$ cat config.mk
export PLATFORM = sky130hd
export DESIGN_NAME = tli_scale
export DESIGN_NICKNAME = d
export VERILOG_FILES = /design/src/rtl/core/tli_pkg.sv /design/src/rtl/core/tli_scale.sv
export SDC_FILE = /design/constraint.sdc
export NUM_CORES = 2
export LEC_CHECK = 0
export BUFFER_PORTS_ARGS = -buffer_cell sky130_fd_sc_hd__clkbuf_2
export CORE_MARGIN = 2
export CORE_UTILIZATION = 63
export DETAILED_ROUTE_END_ITERATION = 8
export GPL_ROUTABILITY_DRIVEN = 0
export PLACE_DENSITY = 0.78
export SETUP_SLACK_MARGIN = 0.05
export SKIP_LAST_GASP = 1
export SLEW_MARGIN = 20
export SYNTH_ARGS = -nofsm -noshare
export SYNTH_HDL_FRONTEND = slang
export SYNTH_SLANG_ARGS = --single-unit
$ cat constraint.sdc
create_clock -name clk -period 24.4 [get_ports clk]
set_input_delay 1.22 -clock clk [delete_from_list [all_inputs] [get_ports clk]]
set_output_delay 1.22 -clock clk [all_outputs]
set_load 0.02 [all_outputs]
$ cat src/rtl/core/tli_pkg.sv
`timescale 1ns / 1ps
package tli_pkg;

  localparam int DW = 32;
  localparam int QW = 33;

  localparam logic OP_LOAD = 1'b0;
  localparam logic OP_EVAL = 1'b1;

  localparam logic [1:0] ST_OK    = 2'd0;
  localparam logic [1:0] ST_EMPTY = 2'd1;
  localparam logic [1:0] ST_FULL  = 2'd2;

  localparam logic REG_RATIO  = 1'b0;
  localparam logic REG_OFFSET = 1'b1;

  localparam logic [DW-1:0] RATIO_RESET  = 32'h0001_0000;
  localparam logic [DW-1:0] OFFSET_RESET = 32'h0000_0000;

  typedef struct packed {
    logic       valid;
    logic       is_eval;
    logic [1:0] status;
  } ctl_t;

  function automatic logic signed [DW-1:0] sat_q(input logic signed [65:0] v);
    logic signed [DW-1:0] r;
    if (v > 66'sh0_7FFF_FFFF) r = 32'sh7FFF_FFFF;
    else if (v < -66'sh0_8000_0000) r = -32'sh8000_0000;
    else r = v[DW-1:0];
    return r;
  endfunction

endpackage

$ cat src/rtl/core/tli_scale.sv
`timescale 1ns / 1ps
module tli_scale #(
  parameter int CW = 5
) (
  input  logic                         clk,
  input  logic                         rst_n,
  input  logic                         en,
  input  tli_pkg::ctl_t                ctl_i,
  input  logic signed [tli_pkg::DW-1:0] sample_i,
  input  logic [CW-1:0]                cnt_i,
  input  logic signed [tli_pkg::DW-1:0] ratio_i,
  input  logic signed [tli_pkg::DW-1:0] offset_i,
  output tli_pkg::ctl_t                ctl_o,
  output logic signed [tli_pkg::DW-1:0] v_o,
  output logic [CW-1:0]                cnt_o
);

  tli_pkg::ctl_t        ctl_a_r, ctl_b_r;
  logic signed [63:0]   prod_a_r;
  logic [CW-1:0]        cnt_a_r, cnt_b_r;
  logic signed [tli_pkg::DW-1:0] v_b_r;
  logic signed [63:0]   sh;
  logic signed [65:0]   sum;

  always_ff @(posedge clk) begin
    if (!rst_n) begin
      ctl_a_r <= '0;
      ctl_b_r <= '0;
    end else if (en) begin
      ctl_a_r <= ctl_i;
      ctl_b_r <= ctl_a_r;
    end
  end

  // floor shift: arithmetic shift rounds toward minus infinity
  always_comb begin
    sh  = prod_a_r >>> 16;
    sum = 66'(sh) + 66'(offset_i);
  end

  always_ff @(posedge clk) begin
    if (en) begin
      prod_a_r <= 64'(sample_i) * 64'(ratio_i);
      cnt_a_r  <= cnt_i;
      v_b_r    <= tli_pkg::sat_q(sum);
      cnt_b_r  <= cnt_a_r;
    end
  end

  assign ctl_o = ctl_b_r;
  assign v_o   = v_b_r;
  assign cnt_o = cnt_b_r;

endmodule

==> flow_results.org <==
** Logic synthesis
- Most instantiated cells after synthesis :: fa_1, inv_1, nand2_1, and2_1, ha_1
- The cell area that synthesis handed to floorplanning was slightly above 40000 um2.
- When the netlist entered floorplanning its net count stood at slightly below 6000.
- The share of synthesized area in the top cell type comes to roughly 52%.
- Share of the yosys chip area belonging to registers :: 6.89%
- Share of async-settable or async-resettable flops after synthesis :: 0%
- Synth top area cells :: fa_1, inv_1, and2_1
- Cell with the most instances after synthesis :: fa_1
- Number of flops mapped to enable cells by yosys :: 90
- The netlist uses approximately 70 different library cells.
- Number of standard cells after synthesis :: 4354
- For this run, the number of Yosys warnings is 0.
- Top cell type by total area after synthesis :: fa_1
- Each instance of the synthesized netlist takes up on average around 9.5 um2.
- Flop and latch count out of synthesis :: just under 100
- Synth Flop Type :: edfxtp_1

** Clock tree
- The clock passes through at most 2 buffers.
- TritonCTS built the clock tree.
- The clock reaches the later pin of the worst-skew pair after ~0.36 ns.
- In this run the number of H-tree levels came out at 3.
- Counting every sink on the clock net gives slightly below 100.
- In this run the post-CTS setup repair buffer count came out at 0.
- Hold-fix buffer count after cts :: 0
- Clock root cell :: clkbuf_16
- Post-cts resize count :: 0
- CTS clock-pin slew for the worst setup and hold paths :: around 0.080 ns
- Clock tree synthesis inserted a total of 9 buffers.

** Worst hold path
- Sink of the worst hold path :: cnt_o[3]$_DFFE_PP_
- The startpoint identified for the worst hold timing path is cnt_a_r[3]$_DFFE_PP_.
- The tightest min-delay check is of the flop to flop type.
- Counting instances, the worst hold path has a depth of 0.

** Setup path
- Required time of the worst setup path :: roughly 25 ns
- Data arrival, critical path :: 9.53 ns
- Crit end category :: flop
- Along the worst path, the maximum fanout reaches 32.
- FF-to-FF End :: v_o[12]$_SDFFCE_PN1P_
- Counting cells, the worst reg-to-reg path comes to 13.
- STA classifies the critical path startpoint as an input pin.
- Start of the worst register-to-register path :: prod_a_r[16]$_DFFE_PP_
- The critical path is of the input pin to flop type.
- Setup slack of the worst register-to-register path :: slightly below 20 ns

** Placement
- Summed over all nets, the half-perimeter wirelength after detailed placement is a little over 80000 um.
- Count of input and output buffers :: 148

** Timing
- Dividing the final minimum period by the clock period gives a little under two fifths.
- The count of pins over their slew limit was 0.
- In this run the tightest slew margin relative to its limit is between 20% and 30%.
- For the pin with the worst max-slew slack, the measured transition is 1.16 ns.
- Across the routed clock network, the largest skew measured is between 0.01 and 0.015 ns.
- Final sum of negative setup slack :: 0 ns
- The number of hold violations in the final report came to 0.
- Final setup fails :: 0
- Setup repair after global routing left no endpoint under its margin.
- Based on the critical path, the design can be clocked at up to around 0.11 GHz.
- The routed design could run at a clock period as short as 9.36 ns.

** Floorplanning
- Once the floorplan was initialized, standard cells occupied a little under two thirds of the core.
- Width of the die :: ~260 um
- The initialized floorplan defines 94 standard-cell rows.
- ~150 I/O pins were placed.
- Height of the die :: 261 um
- The die covers roughly 68000 um2.
- The total area inside the core boundary comes to ~66000 um2.

** Routing
- After the first detailed-routing iteration, the DRC count stood at between 1500 and 2000.
- The count of nets left with antenna violations once routing finished came out at 0.
- Detailed-route wire length per cell :: 20.0 um
- The first detailed-routing pass took 7 iterations.
- Post-route DRC :: 0
- The final route contains 29732 vias.
- After detailed routing, the total wire length is 104000 um.
- Number of vias per cell :: between 5 and 6

** Cells and area
- For this run, the post-layout net count is 5725.
- The post-route netlist has under 10% of its cells at a drive strength greater than 1.
- Layout Area Growth over Synthesis :: 3.44%

** Global routing
- Via count of the first global-routing pass :: between 30000 and 40000
- Wire length of the first global-routing pass :: 170000 um
- Entering global routing, the biggest net connects ~70 pins.
- Global routing used 32.2% of the available tracks.
- Antenna violations before repair :: 3
- Residual overflow from global routing :: 0

** Flow run
- Max-cap violations in this run came to 0.

** Status
- Status :: finished, final reports clean
worst max-delay path: stages:
cell and delay [ns]:
clkbuf_2 0.65, nand2_1 0.18, fa_1 0.60, fa_1 0.44, fa_1 0.53, fa_1 0.58
inv_1 0.06, fa_1 0.48, fa_1 0.50, fa_1 0.61, fa_1 0.48, ha_1 0.38
a21oi_1 0.17, o21ai_0 0.14, a41o_1 0.27, a21o_1 0.20, o31ai_1 0.70, a21oi_1 0.28
o2111ai_1 0.31, nand2_1 0.16, a31o_2 0.27, a311oi_1 0.28
cell families (layout without fill, tap and decap cells):
logic type	after synthesis	count (layout)	synth area share [%]
adders and majority gates	1310	1310	59.0
xor gates and xnor gates	90	90	1.90
other	0	1	0
AOI/OAI and AO/OA	355	355	5.56
DFF	98	98	6.89
and+or+nand+nor	1286	1286	15.5
muxes	9	9	0.217
buffers and inverters	1206	1164	10.9
stage by stage:
| stage | setup slack (ns) | util (%) | instance area [um2] | hold WS, ns | instances |
|---|---|---|---|---|---|
| after floorplan | 15.88 | - | 41600 | 0.400 | 4354 |
| after detailed placement | 14.71 | 65.1 | 42700 | 0.406 | 5160 |
| after CTS | 15.06 | 65.6 | 43000 | 0.421 | 5176 |
| final | 15.04 | 65.6 | 43000 | 0.420 | 5177 |
| after global placement | 14.89 | 65.1 | 42700 | 0.401 | 5160 |
| after global routing | 14.54 | 65.6 | 43000 | 0.422 | 5176 |
area by class of cell:
| cell class | count | area (um2) |
|---|---|---|
| well taps | 864 | 1080 |
| diodes | 1 | 2.50 |
| repair buffers | 163 | 856 |
| inverters | 985 | 3700 |
| clock inverters | 6 | 65.1 |
| fillers | 5181 | 22500 |
| multi-input cells | 3050 | 34200 |
| clock buffers | 10 | 250 |
| flip-flops and latches | 98 | 2860 |
worst max path at each step:
stage                 startpoint                     end  slack (ns)  cells past startpoint
detailed placement    ratio_i[5]  prod_a_r[63]$_DFFE_PP_       14.71                     28
global placement    sample_i[31]  prod_a_r[62]$_DFFE_PP_       14.89                     28
floorplan           sample_i[31]  prod_a_r[62]$_DFFE_PP_       15.88                     28
finish              sample_i[23]  prod_a_r[63]$_DFFE_PP_       15.04                     22
CTS                   ratio_i[5]  prod_a_r[63]$_DFFE_PP_       15.06                     28
global route          ratio_i[5]  prod_a_r[63]$_DFFE_PP_       14.54                     28
layout by cell type, fill, tap and decap left out, types with 5 or more instances in the layout:
master and count:
xor2_1 27, o21bai_1 15, o31ai_1 6, nor2_1 80, o21ai_0 57, nor2b_1 17
edfxtp_1 90, o21a_1 18, nand2b_1 17, dfxtp_1 8, ha_1 228, and3_1 20
or3_1 5, nor4_1 5, a2111oi_0 5, a211o_1 5, a31oi_1 7, nand2_1 551
nand4_1 25, nor3_1 21, xnor2_1 63, buf_4 16, clkbuf_2 147, a211oi_1 14
nand3_1 22, o211ai_1 11, and2_1 502, clkbuf_16 10, o21ai_1 34, fa_1 1082
mux2i_1 9, inv_1 985, a21oi_1 94, o22ai_1 5, a21o_1 34
metal layers:
metal	up-vias	routed length [um]	track usage (%)
met4	2	5290	13.9
met5	-	16	0
met2	1176	52500	55.9
met1	15429	38900	40.9
met3	328	6830	4.14
li1	12797	-	-
state kept, by name, indices dropped and copies added, names as in the netlist:
signal and count:
cnt_a_r 5, cnt_o 5, ctl_a_r 4, ctl_o 4, prod_a_r 48, v_o 32
Power is left out: the tool's default activity adds up to more than one toggle a clock period on the data nets, which glitch-free logic cannot reach.
